<file path="config.mk">
export PLATFORM = sky130hd
export DESIGN_NAME = tuning_command_deframer_core
export DESIGN_NICKNAME = d
export VERILOG_FILES = /design/src/rtl/tcd_pkg.sv /design/src/rtl/tcd_front.sv /design/src/rtl/tcd_queue.sv /design/src/rtl/tcd_back.sv /design/src/rtl/tuning_command_deframer_core.sv
export VERILOG_INCLUDE_DIRS = /design/src /design/src/rtl
export SDC_FILE = /design/constraint.sdc
export NUM_CORES = 1
export LEC_CHECK = 0
export ABC_AREA = 1
export ABC_CLOCK_PERIOD_IN_PS = 3000
export BUFFER_PORTS_ARGS = -buffer_cell sky130_fd_sc_hd__buf_2
export CAP_MARGIN = 20
export CORE_MARGIN = 5
export CORE_UTILIZATION = 57
export CTS_BUF_LIST = sky130_fd_sc_hd__clkbuf_8 sky130_fd_sc_hd__clkbuf_16
export CTS_CLUSTER_DIAMETER = 150
export DETAILED_ROUTE_END_ITERATION = 10
export PLACE_DENSITY_LB_ADDON = 0.2
export SYNTH_ARGS = -nofsm -noshare
export SYNTH_HDL_FRONTEND = slang
export SYNTH_HIERARCHICAL = 1
export SYNTH_SLANG_ARGS = --single-unit
export TNS_END_PERCENT = 100
</file>
<file path="constraint.sdc">
create_clock -name clk -period 3 [get_ports clk]
set_input_delay 0.45 -clock clk [delete_from_list [all_inputs] [get_ports clk]]
set_output_delay 0.45 -clock clk [all_outputs]
set_load 0.005 [all_outputs]
</file>
<file path="src/rtl/assert_macros.svh">
// Assertion macros shared by the deframer RTL.
// No dependencies; expects clk and rst_n in the scope of each use.
`ifndef ASSERT_MACROS_SVH
`define ASSERT_MACROS_SVH
`ifndef SYNTHESIS
// same-cycle implication
`define TCD_ASSERT_IMP(lbl, ante, cons, msg) \
    lbl: assert property (@(posedge clk) disable iff (!rst_n) (ante) |-> (cons)) \
        else $error(msg);
// next-cycle implication
`define TCD_ASSERT_NXT(lbl, ante, cons, msg) \
    lbl: assert property (@(posedge clk) disable iff (!rst_n) (ante) |=> (cons)) \
        else $error(msg);
`else
`define TCD_ASSERT_IMP(lbl, ante, cons, msg)
`define TCD_ASSERT_NXT(lbl, ante, cons, msg)
`endif
`endif

</file>
<file path="src/rtl/tcd_pkg.sv">
// Shared constants, codes and types of the tuning command deframer.
// No dependencies.
package tcd_pkg;

    localparam int WORD_COUNT  = 14;
    localparam int PAYLOAD_LEN = 4 * WORD_COUNT;
    localparam int CNT_W       = $clog2(PAYLOAD_LEN + 1);
    localparam int IDX_W       = (WORD_COUNT > 1) ? $clog2(WORD_COUNT) : 1;

    localparam logic [IDX_W-1:0] LAST_IDX    = IDX_W'(WORD_COUNT - 1);
    localparam logic [CNT_W-1:0] PAYLOAD_END = CNT_W'(PAYLOAD_LEN);

    // framing bytes
    localparam logic [7:0] HDR_FIRST  = 8'h55;
    localparam logic [7:0] HDR_SECOND = 8'hAA;
    localparam logic [7:0] TAIL_OK    = 8'h02;

    // command codes
    localparam logic [7:0] CMD_READ    = 8'd1;
    localparam logic [7:0] CMD_CAPTURE = 8'd2;
    localparam logic [7:0] CMD_PAGE    = 8'd4;
    localparam logic [7:0] CMD_SEND    = 8'd5;
    localparam logic [7:0] CMD_SW3     = 8'd6;
    localparam logic [7:0] CMD_SW4     = 8'd7;

    // event kinds
    localparam logic [2:0] EV_WORD    = 3'd0;
    localparam logic [2:0] EV_READ    = 3'd1;
    localparam logic [2:0] EV_CAPTURE = 3'd2;
    localparam logic [2:0] EV_PAGE    = 3'd3;
    localparam logic [2:0] EV_SEND    = 3'd4;
    localparam logic [2:0] EV_SW3     = 3'd5;
    localparam logic [2:0] EV_SW4     = 3'd6;

    localparam logic [1:0] PAGE_TOP = 2'd3;
    localparam logic [1:0] SEND_TOP = 2'd2;

    // one unit of work for the back end
    typedef struct packed {
        logic       dump;       // emit the captured words first
        logic       cmd_valid;  // then one command event
        logic [2:0] cmd_kind;
        logic [1:0] page_old;
        logic [1:0] send_old;
        logic [1:0] page_new;
        logic [1:0] send_new;
    } job_t;

    // payload byte write into the word store
    typedef struct packed {
        logic             en;
        logic [IDX_W-1:0] addr;
        logic [1:0]       lane;
        logic [7:0]       data;
    } mem_wr_t;

    typedef struct packed {
        logic dumping;
        logic words_done;
    } back_stat_t;

endpackage

</file>
<file path="src/rtl/tcd_front.sv">
// Front end: takes input bytes, tracks header/capture/page state, writes payload.
// Depends on tcd_pkg.
module tcd_front (
    input  logic                clk,
    input  logic                rst_n,
    input  logic                s_tvalid,
    output logic                s_tready,
    input  logic [7:0]          s_tdata,    // [7:0] rx_byte
    output tcd_pkg::job_t       job,
    output logic                push,
    input  logic                q_full,
    output tcd_pkg::mem_wr_t    mem_wr,
    input  tcd_pkg::back_stat_t back_stat
);
    import tcd_pkg::*;

    logic [7:0]       prev_reg, prev_next;
    logic [7:0]       prev2_reg, prev2_next;
    logic             capturing_reg, capturing_next;
    logic [CNT_W-1:0] count_reg, count_next;
    logic [1:0]       page_reg, page_next;
    logic [1:0]       send_reg, send_next;
    logic             busy_reg, busy_next;   // words of a frame not yet drained

    logic will_write;
    logic acc;
    logic hdr;
    logic dump;
    logic cmd_valid;
    logic [2:0] cmd_kind;

    assign will_write = capturing_reg && (count_reg < PAYLOAD_END);
    assign s_tready   = !q_full && !(will_write && busy_reg);
    assign acc        = s_tvalid && s_tready;
    assign hdr        = (prev2_reg == HDR_FIRST) && (prev_reg == HDR_SECOND);

    always_comb
    begin
        prev_next      = prev_reg;
        prev2_next     = prev2_reg;
        capturing_next = capturing_reg;
        count_next     = count_reg;
        page_next      = page_reg;
        send_next      = send_reg;
        dump           = 1'b0;
        cmd_valid      = 1'b0;
        cmd_kind       = EV_READ;
        if (acc)
        begin
            if (capturing_reg)
            begin
                if (will_write)
                begin
                    count_next = count_reg + 1'b1;
                end
                else
                begin
                    count_next     = '0;
                    capturing_next = 1'b0;
                    dump           = (s_tdata == TAIL_OK);
                end
            end
            if (hdr)
            begin
                unique case (s_tdata)
                    CMD_READ:
                    begin
                        cmd_valid = 1'b1;
                        cmd_kind  = EV_READ;
                    end
                    CMD_CAPTURE:
                    begin
                        cmd_valid      = 1'b1;
                        cmd_kind       = EV_CAPTURE;
                        capturing_next = 1'b1;
                        count_next     = '0;
                    end
                    CMD_PAGE:
                    begin
                        cmd_valid = 1'b1;
                        cmd_kind  = EV_PAGE;
                        page_next = (page_reg >= PAGE_TOP) ? 2'd1 : page_reg + 2'd1;
                    end
                    CMD_SEND:
                    begin
                        cmd_valid = 1'b1;
                        cmd_kind  = EV_SEND;
                        send_next = (send_reg >= SEND_TOP) ? 2'd1 : send_reg + 2'd1;
                    end
                    CMD_SW3:
                    begin
                        cmd_valid = 1'b1;
                        cmd_kind  = EV_SW3;
                    end
                    CMD_SW4:
                    begin
                        cmd_valid = 1'b1;
                        cmd_kind  = EV_SW4;
                    end
                    default:
                    begin
                        cmd_valid = 1'b0;
                    end
                endcase
            end
            prev2_next = prev_reg;
            prev_next  = s_tdata;
        end
    end

    assign push = acc && (dump || cmd_valid);

    always_comb
    begin
        job.dump      = dump;
        job.cmd_valid = cmd_valid;
        job.cmd_kind  = cmd_kind;
        job.page_old  = page_reg;
        job.send_old  = send_reg;
        job.page_new  = page_next;
        job.send_new  = send_next;
    end

    always_comb
    begin
        mem_wr.en   = acc && will_write;
        mem_wr.addr = count_reg[IDX_W+1:2];
        mem_wr.lane = count_reg[1:0];
        mem_wr.data = s_tdata;
    end

    always_comb
    begin
        busy_next = busy_reg;
        if (push && dump)
        begin
            busy_next = 1'b1;
        end
        else if (back_stat.words_done)
        begin
            busy_next = 1'b0;
        end
    end

    always_ff @(posedge clk or negedge rst_n)
    begin
        if (!rst_n)
        begin
            prev_reg      <= '0;
            prev2_reg     <= '0;
            capturing_reg <= 1'b0;
            count_reg     <= '0;
            page_reg      <= 2'd1;
            send_reg      <= 2'd1;
            busy_reg      <= 1'b0;
        end
        else
        begin
            prev_reg      <= prev_next;
            prev2_reg     <= prev2_next;
            capturing_reg <= capturing_next;
            count_reg     <= count_next;
            page_reg      <= page_next;
            send_reg      <= send_next;
            busy_reg      <= busy_next;
        end
    end

endmodule

</file>
<file path="src/rtl/tcd_queue.sv">
// Two-entry job queue between front and back end.
// Depends on tcd_pkg.
module tcd_queue (
    input  logic          clk,
    input  logic          rst_n,
    input  logic          push,
    input  tcd_pkg::job_t wr_job,
    output logic          full,
    input  logic          pop,
    output tcd_pkg::job_t head,
    output logic          head_valid
);
    import tcd_pkg::*;

    job_t       entries_reg [2];
    logic       wr_ptr_reg, wr_ptr_next;
    logic       rd_ptr_reg, rd_ptr_next;
    logic [1:0] cnt_reg, cnt_next;
    logic       do_push;
    logic       do_pop;

    assign full       = (cnt_reg == 2'd2);
    assign head_valid = (cnt_reg != 2'd0);
    assign head       = entries_reg[rd_ptr_reg];
    assign do_push    = push && !full;
    assign do_pop     = pop && head_valid;

    always_comb
    begin
        wr_ptr_next = wr_ptr_reg ^ do_push;
        rd_ptr_next = rd_ptr_reg ^ do_pop;
        cnt_next    = cnt_reg;
        if (do_push && !do_pop)
        begin
            cnt_next = cnt_reg + 2'd1;
        end
        else if (do_pop && !do_push)
        begin
            cnt_next = cnt_reg - 2'd1;
        end
    end

    always_ff @(posedge clk)
    begin
        if (do_push)
        begin
            entries_reg[wr_ptr_reg] <= wr_job;
        end
    end

    always_ff @(posedge clk or negedge rst_n)
    begin
        if (!rst_n)
        begin
            wr_ptr_reg <= 1'b0;
            rd_ptr_reg <= 1'b0;
            cnt_reg    <= '0;
        end
        else
        begin
            wr_ptr_reg <= wr_ptr_next;
            rd_ptr_reg <= rd_ptr_next;
            cnt_reg    <= cnt_next;
        end
    end

endmodule

</file>
<file path="src/rtl/tcd_back.sv">
// Back end: word store, word readout sequencer and output register.
// Depends on tcd_pkg.
module tcd_back (
    input  logic                clk,
    input  logic                rst_n,
    input  tcd_pkg::job_t       head,
    input  logic                head_valid,
    output logic                pop,
    input  tcd_pkg::mem_wr_t    mem_wr,
    output tcd_pkg::back_stat_t stat,
    output logic                m_tvalid,
    input  logic                m_tready,
    output logic [39:0]         m_tdata,
    output logic [2:0]          m_tuser,
    output logic                m_tlast
);
    import tcd_pkg::*;

    localparam logic [1:0] ST_IDLE  = 2'd0;
    localparam logic [1:0] ST_FETCH = 2'd1;
    localparam logic [1:0] ST_HOLD  = 2'd2;

    logic [31:0] mem [WORD_COUNT];
    logic [31:0] rd_data_reg;

    logic [1:0]       state_reg, state_next;
    logic [IDX_W-1:0] idx_reg, idx_next;
    logic             cmd_phase_reg, cmd_phase_next;
    logic             valid_reg, valid_next;
    logic [2:0]       kind_reg;
    logic [3:0]       oidx_reg;
    logic [31:0]      value_reg;
    logic [1:0]       opage_reg;
    logic [1:0]       osend_reg;
    logic             olast_reg;

    logic             load_word;
    logic             load_cmd;
    logic [IDX_W-1:0] word_sel;
    logic [IDX_W-1:0] idx_inc;
    logic             rd_en;
    logic [IDX_W-1:0] rd_addr;
    logic             words_done;
    logic             out_take;

    assign idx_inc  = idx_reg + 1'b1;
    assign out_take = valid_reg && m_tready;

    always_comb
    begin
        state_next     = state_reg;
        idx_next       = idx_reg;
        cmd_phase_next = cmd_phase_reg;
        valid_next     = valid_reg;
        load_word      = 1'b0;
        load_cmd       = 1'b0;
        word_sel       = idx_reg;
        rd_en          = 1'b0;
        rd_addr        = idx_reg;
        pop            = 1'b0;
        words_done     = 1'b0;
        unique case (state_reg)
            ST_IDLE:
            begin
                if (head_valid)
                begin
                    if (head.dump)
                    begin
                        rd_en      = 1'b1;
                        rd_addr    = '0;
                        idx_next   = '0;
                        state_next = ST_FETCH;
                    end
                    else
                    begin
                        load_cmd       = 1'b1;
                        pop            = 1'b1;
                        cmd_phase_next = 1'b1;
                        state_next     = ST_HOLD;
                    end
                end
            end
            ST_FETCH:
            begin
                load_word      = 1'b1;
                cmd_phase_next = 1'b0;
                state_next     = ST_HOLD;
                // prefetch the following word
                if (idx_reg != LAST_IDX)
                begin
                    rd_en   = 1'b1;
                    rd_addr = idx_inc;
                end
            end
            ST_HOLD:
            begin
                if (out_take)
                begin
                    if (cmd_phase_reg)
                    begin
                        valid_next     = 1'b0;
                        cmd_phase_next = 1'b0;
                        state_next     = ST_IDLE;
                    end
                    else if (idx_reg != LAST_IDX)
                    begin
                        idx_next  = idx_inc;
                        load_word = 1'b1;
                        word_sel  = idx_inc;
                        if (idx_inc != LAST_IDX)
                        begin
                            rd_en   = 1'b1;
                            rd_addr = idx_inc + 1'b1;
                        end
                    end
                    else
                    begin
                        words_done = 1'b1;
                        pop        = 1'b1;
                        if (head.cmd_valid)
                        begin
                            load_cmd       = 1'b1;
                            cmd_phase_next = 1'b1;
                        end
                        else
                        begin
                            valid_next = 1'b0;
                            state_next = ST_IDLE;
                        end
                    end
                end
            end
            default:
            begin
                state_next = ST_IDLE;
            end
        endcase
        if (load_word || load_cmd)
        begin
            valid_next = 1'b1;
        end
    end

    always_comb
    begin
        stat.dumping    = (state_reg != ST_IDLE) && !cmd_phase_reg;
        stat.words_done = words_done;
    end

    // byte-lane write, one word read per cycle
    always_ff @(posedge clk)
    begin
        if (mem_wr.en)
        begin
            mem[mem_wr.addr][{mem_wr.lane, 3'b000} +: 8] <= mem_wr.data;
        end
        if (rd_en)
        begin
            rd_data_reg <= mem[rd_addr];
        end
    end

    always_ff @(posedge clk)
    begin
        if (load_word)
        begin
            kind_reg  <= EV_WORD;
            oidx_reg  <= 4'(word_sel);
            value_reg <= rd_data_reg;
            opage_reg <= head.page_old;
            osend_reg <= head.send_old;
            olast_reg <= (word_sel == LAST_IDX) && !head.cmd_valid;
        end
        else if (load_cmd)
        begin
            kind_reg  <= head.cmd_kind;
            oidx_reg  <= '0;
            value_reg <= '0;
            opage_reg <= head.page_new;
            osend_reg <= head.send_new;
            olast_reg <= 1'b1;
        end
    end

    always_ff @(posedge clk or negedge rst_n)
    begin
        if (!rst_n)
        begin
            state_reg     <= ST_IDLE;
            idx_reg       <= '0;
            cmd_phase_reg <= 1'b0;
            valid_reg     <= 1'b0;
        end
        else
        begin
            state_reg     <= state_next;
            idx_reg       <= idx_next;
            cmd_phase_reg <= cmd_phase_next;
            valid_reg     <= valid_next;
        end
    end

    assign m_tvalid = valid_reg;
    assign m_tdata  = {osend_reg, opage_reg, value_reg, oidx_reg};
    assign m_tuser  = kind_reg;
    assign m_tlast  = olast_reg;

endmodule

</file>
<file path="src/rtl/tuning_command_deframer_core.sv">
// Top level of the tuning command deframer: front end, job queue, back end.
// Depends on tcd_pkg, tcd_front, tcd_queue, tcd_back and assert_macros.svh.
`include "assert_macros.svh"

// Received serial bytes enter on the s_ stream, one byte per request. Any byte
// that follows 0x55 0xAA is a command: 1 read request, 2 capture start, 4 page
// step (1..3), 5 send mode step (1..2), 6/7 switch events; other codes do
// nothing. After a capture start the next 56 bytes are stored and the byte
// after them is the tail: a tail of 2 emits 14 little-endian 32-bit words
// (index 0..13), a bad tail drops the frame. Header detection keeps running
// during capture, so a tail byte may also start the next capture; its words
// come out first, then the command event. m_tlast marks the last result
// caused by one input byte. Timing: a byte is normally taken every cycle.
// A good tail starts the word store read, then the words go out at one word
// per cycle while the output is not stalled. A two-entry job queue decouples
// byte intake from result output; intake stalls only when the queue is full,
// or when a payload byte of a new capture arrives while the previous frame's
// words are still being read out (the word store has a single write and a
// single read port). No clearing pass after reset.
module tuning_command_deframer_core (
    input  logic        clk,
    input  logic        rst_n,
    input  logic        s_tvalid,
    output logic        s_tready,
    input  logic [7:0]  s_tdata,   // [7:0] rx_byte
    output logic        m_tvalid,
    input  logic        m_tready,
    output logic [39:0] m_tdata,   // [3:0] word_index, [35:4] word_value,
                                   // [37:36] page_now, [39:38] send_mode_now
    output logic [2:0]  m_tuser,   // [2:0] event_kind
    output logic        m_tlast    // last_word
);
    import tcd_pkg::*;

    job_t       push_job;
    job_t       head_job;
    logic       q_push;
    logic       q_full;
    logic       q_pop;
    logic       head_valid;
    mem_wr_t    mem_wr;
    back_stat_t back_stat;

    tcd_front u_front (
        .clk       (clk),
        .rst_n     (rst_n),
        .s_tvalid  (s_tvalid),
        .s_tready  (s_tready),
        .s_tdata   (s_tdata),
        .job       (push_job),
        .push      (q_push),
        .q_full    (q_full),
        .mem_wr    (mem_wr),
        .back_stat (back_stat)
    );

    tcd_queue u_queue (
        .clk        (clk),
        .rst_n      (rst_n),
        .push       (q_push),
        .wr_job     (push_job),
        .full       (q_full),
        .pop        (q_pop),
        .head       (head_job),
        .head_valid (head_valid)
    );

    tcd_back u_back (
        .clk        (clk),
        .rst_n      (rst_n),
        .head       (head_job),
        .head_valid (head_valid),
        .pop        (q_pop),
        .mem_wr     (mem_wr),
        .stat       (back_stat),
        .m_tvalid   (m_tvalid),
        .m_tready   (m_tready),
        .m_tdata    (m_tdata),
        .m_tuser    (m_tuser),
        .m_tlast    (m_tlast)
    );

    // payload writes never overlap a word readout
    `TCD_ASSERT_IMP(a_no_wr_during_dump, mem_wr.en, !back_stat.dumping, "payload write during readout")
    // front never pushes into a full queue
    `TCD_ASSERT_IMP(a_no_q_overflow, q_push, !q_full, "job queue overflow")
    // readout finishes on the last word going out
    `TCD_ASSERT_IMP(a_done_on_last, back_stat.words_done, m_tvalid && m_tready && (m_tuser == EV_WORD) && (m_tdata[3:0] == 4'(LAST_IDX)), "readout end mismatch")
    // after the last word the back end leaves the readout
    `TCD_ASSERT_NXT(a_done_exits, back_stat.words_done, !back_stat.dumping, "readout did not end")

endmodule

</file>
==> metrics.txt <==
type of the setup path with the least slack reg -> reg; crit path time final 2.848 ns; Critical R2R Launch u_back/idx_reg[0]; Post-Synthesis Cell Area 26450 sq um; uppermost metal layer occupied by signal nets met5; Final Wtd Congestion 0.9161; post-layout utilization of the core 64.54%; total negative setup slack 0 ns; worst hold slack 0.1219 ns; met3 wire len 6461 um; launch point of the critical path u_back/idx_reg[0]; maximum operating frequency 0.3511 GHz; final wirelength 65620 um; count of nets after finishing 2772; synthesized net count 2664; number of antenna violations at the first check in global routing 1; HPWL reported at the end of detailed placement 41470 um; relative contribution of sequential cells to total power 33.4%; largest net degree at the start of global routing 100; effective utilization at floorplan 57.19%; power density over the cells 1024 nW/um^2; Rel. slew slack 27.31%; total number of yosys warnings 6; clk_lat worst skew 0.64 ns; endpoint of the most critical setup path u_back/rd_data_reg[15]; count of pins on the block boundary 58; worst setup slack for register-to-register paths 0.15 ns; CTS buffer count 58; gate count of the mapped netlist 2634; worst r2r dst u_back/rd_data_reg[15]; wire length of the first global-routing pass 102800 um; share of the clock period used by the worst path 94.95%; internal power component 17970 uW; number of endpoints with negative hold slack in the final report 0; clock skew 0.03552 ns; depth of the most critical reg-to-reg path 15; die width 225.4 um; detailed-routed wire length on met2 30310 um; area growth from synthesis to layout 12.86%; switching power of the nets 12590 uW; final count of negative-setup-slack endpoints 0; maximum resistive drop on vdd 1.004 mV; TritonRoute pass-1 iters 6; number of flip-flops in the largest register 448; Antenna diodes 0; via count 18930; number of placement rows 79; die outline area 50820 sq um; final max-slew violation count 0; path type of the worst min-delay path in -> reg; DRC viols 0; CTS clock-pin slew for the worst setup and hold paths 0.07 ns; routed length on met1 26890 um; Clock Sinks 590; clock group share of total power 22.8%; maximum count of clock buffers along a single path 3; number of port buffers 57; mean area per synthesized cell 10.04 sq um; critical path capture point type flip-flop; leakage power 0.01279 uW; vias per std cell 5.571; iteration-0 DRC count of the detailed router 2484; # Max-Cap Violations 0; global route overflow 0; combinational cell fraction of total power 43.8%; count of H-tree levels built during CTS 2; clock tree from TritonCTS built; Sw Ratio 41.19%; maximum net fanout on the critical path 25; layout cell share with drive strength beyond 1 11.68%; worst path required time 3.35 ns; floorplan core area 46260 sq um; transition at the pin with the smallest max-transition slack 1.086 ns; status finished, final reports clean; CTS Root Cell clkbuf_16; wire per inst 19.31 um; unrepaired setup endpoints after global routing false; total of fill cells in the finished design 3621; Register Area 17490 sq um; overall track demand over capacity in global routing 26.02%; critical path data arrival time 3.20 ns; remaining antenna violation count after routing 0; footprint of the multi-input gates 7264 sq um; Die Span Y 225.4 um; CP Launch Type flip-flop; via count of the first global-routing pass 18170
## metrics by stage
stage | worst slack (ns) | cell area (sq um) | cells | total power, uW
floorplan | 0.1977 | 26460 | 2634 | 19430
global placement | 0.3170 | 27960 | 3282 | 23330
detailed placement | 0.2522 | 27970 | 3283 | 23500
CTS | 0.2358 | 29810 | 3393 | 30490
global route | 0.04958 | 29860 | 3398 | 32630
finish | 0.1516 | 29860 | 3398 | 30560
## power by group through the flow
stage	combinational, uW	clock (uW)	sequential [uW]
after floorplan	9160	0	10300
after global placement	13000	0	10400
after detailed placement	13100	0	10400
after CTS	13200	7070	10200
after global routing	15000	7430	10200
final	13400	6980	10200
## critical path, stage by stage (launching register included)
cell and delay [ns]:
dfrtp_1 0.51, inv_2 0.14, ha_1 0.35, nand2_1 0.10
nand3_1 0.08, nor2_1 0.09, nand2_1 0.06, o21ai_1 0.16
nand2_4 0.12, nand2_4 0.28, buf_12 0.22, nand2_1 0.07
nand3_1 0.10, nand2_1 0.06, nand2_1 0.10, nand2_1 0.09
## layout by cell type (no fill, tap or decap), types with 13 or more instances in the layout
cell,instances
a21oi_1,13
nand3_1,340
ha_1,18
inv_1,243
edfxtp_1,547
o21ai_1,28
nand4_1,13
nor3_1,17
buf_12,20
clkbuf_16,58
nor2_1,152
nand2_1,960
buf_4,116
dfrtp_1,37
clkinv_1,15
buf_2,57
o21ai_0,55
## worst min-delay path by stage
stage | endpoint | from | slack, ns | depth (start not counted)
2_1_floorplan | u_back/cmd_phase_reg | rst_n | 0.15 | 0
3_3_place_gp | u_queue/cnt_reg[1] | u_queue/cnt_reg[1] | 0.46 | 2
3_5_place_dp | u_queue/cnt_reg[1] | u_queue/cnt_reg[1] | 0.46 | 2
4_1_cts | u_front/prev_reg[1] | s_tdata[1] | 0.12 | 3
5_1_grt | u_front/prev_reg[1] | s_tdata[1] | 0.16 | 3
6_report | u_front/prev_reg[1] | s_tdata[1] | 0.12 | 3
## per-layer routing
metal | track usage [%] | vias to the layer above
li1 | - | 8918
met1 | 37.85 | 9030
met2 | 40.69 | 847
met3 | 4.494 | 134
met4 | 8.200 | 2
met5 | 0 | -
## what timing repair did
action	in CTS	in global routing
setup endpoints to repair	0	5
hold endpoints to repair	9	0
buffers inserted	0	0
resized for setup	0	2
hold buffers	1	0
## cell type report
class	instances	area share, %
Sequential cell	590	58.58
Multi-Input combinational cell	1653	24.33
Timing Repair Buffer	197	5.368
Clock buffer	58	4.861
Inverter	242	3.042
Tap cell	607	2.544
Clock inverter	51	1.274
No activity file was read; power rests on OpenSTA's default activity.
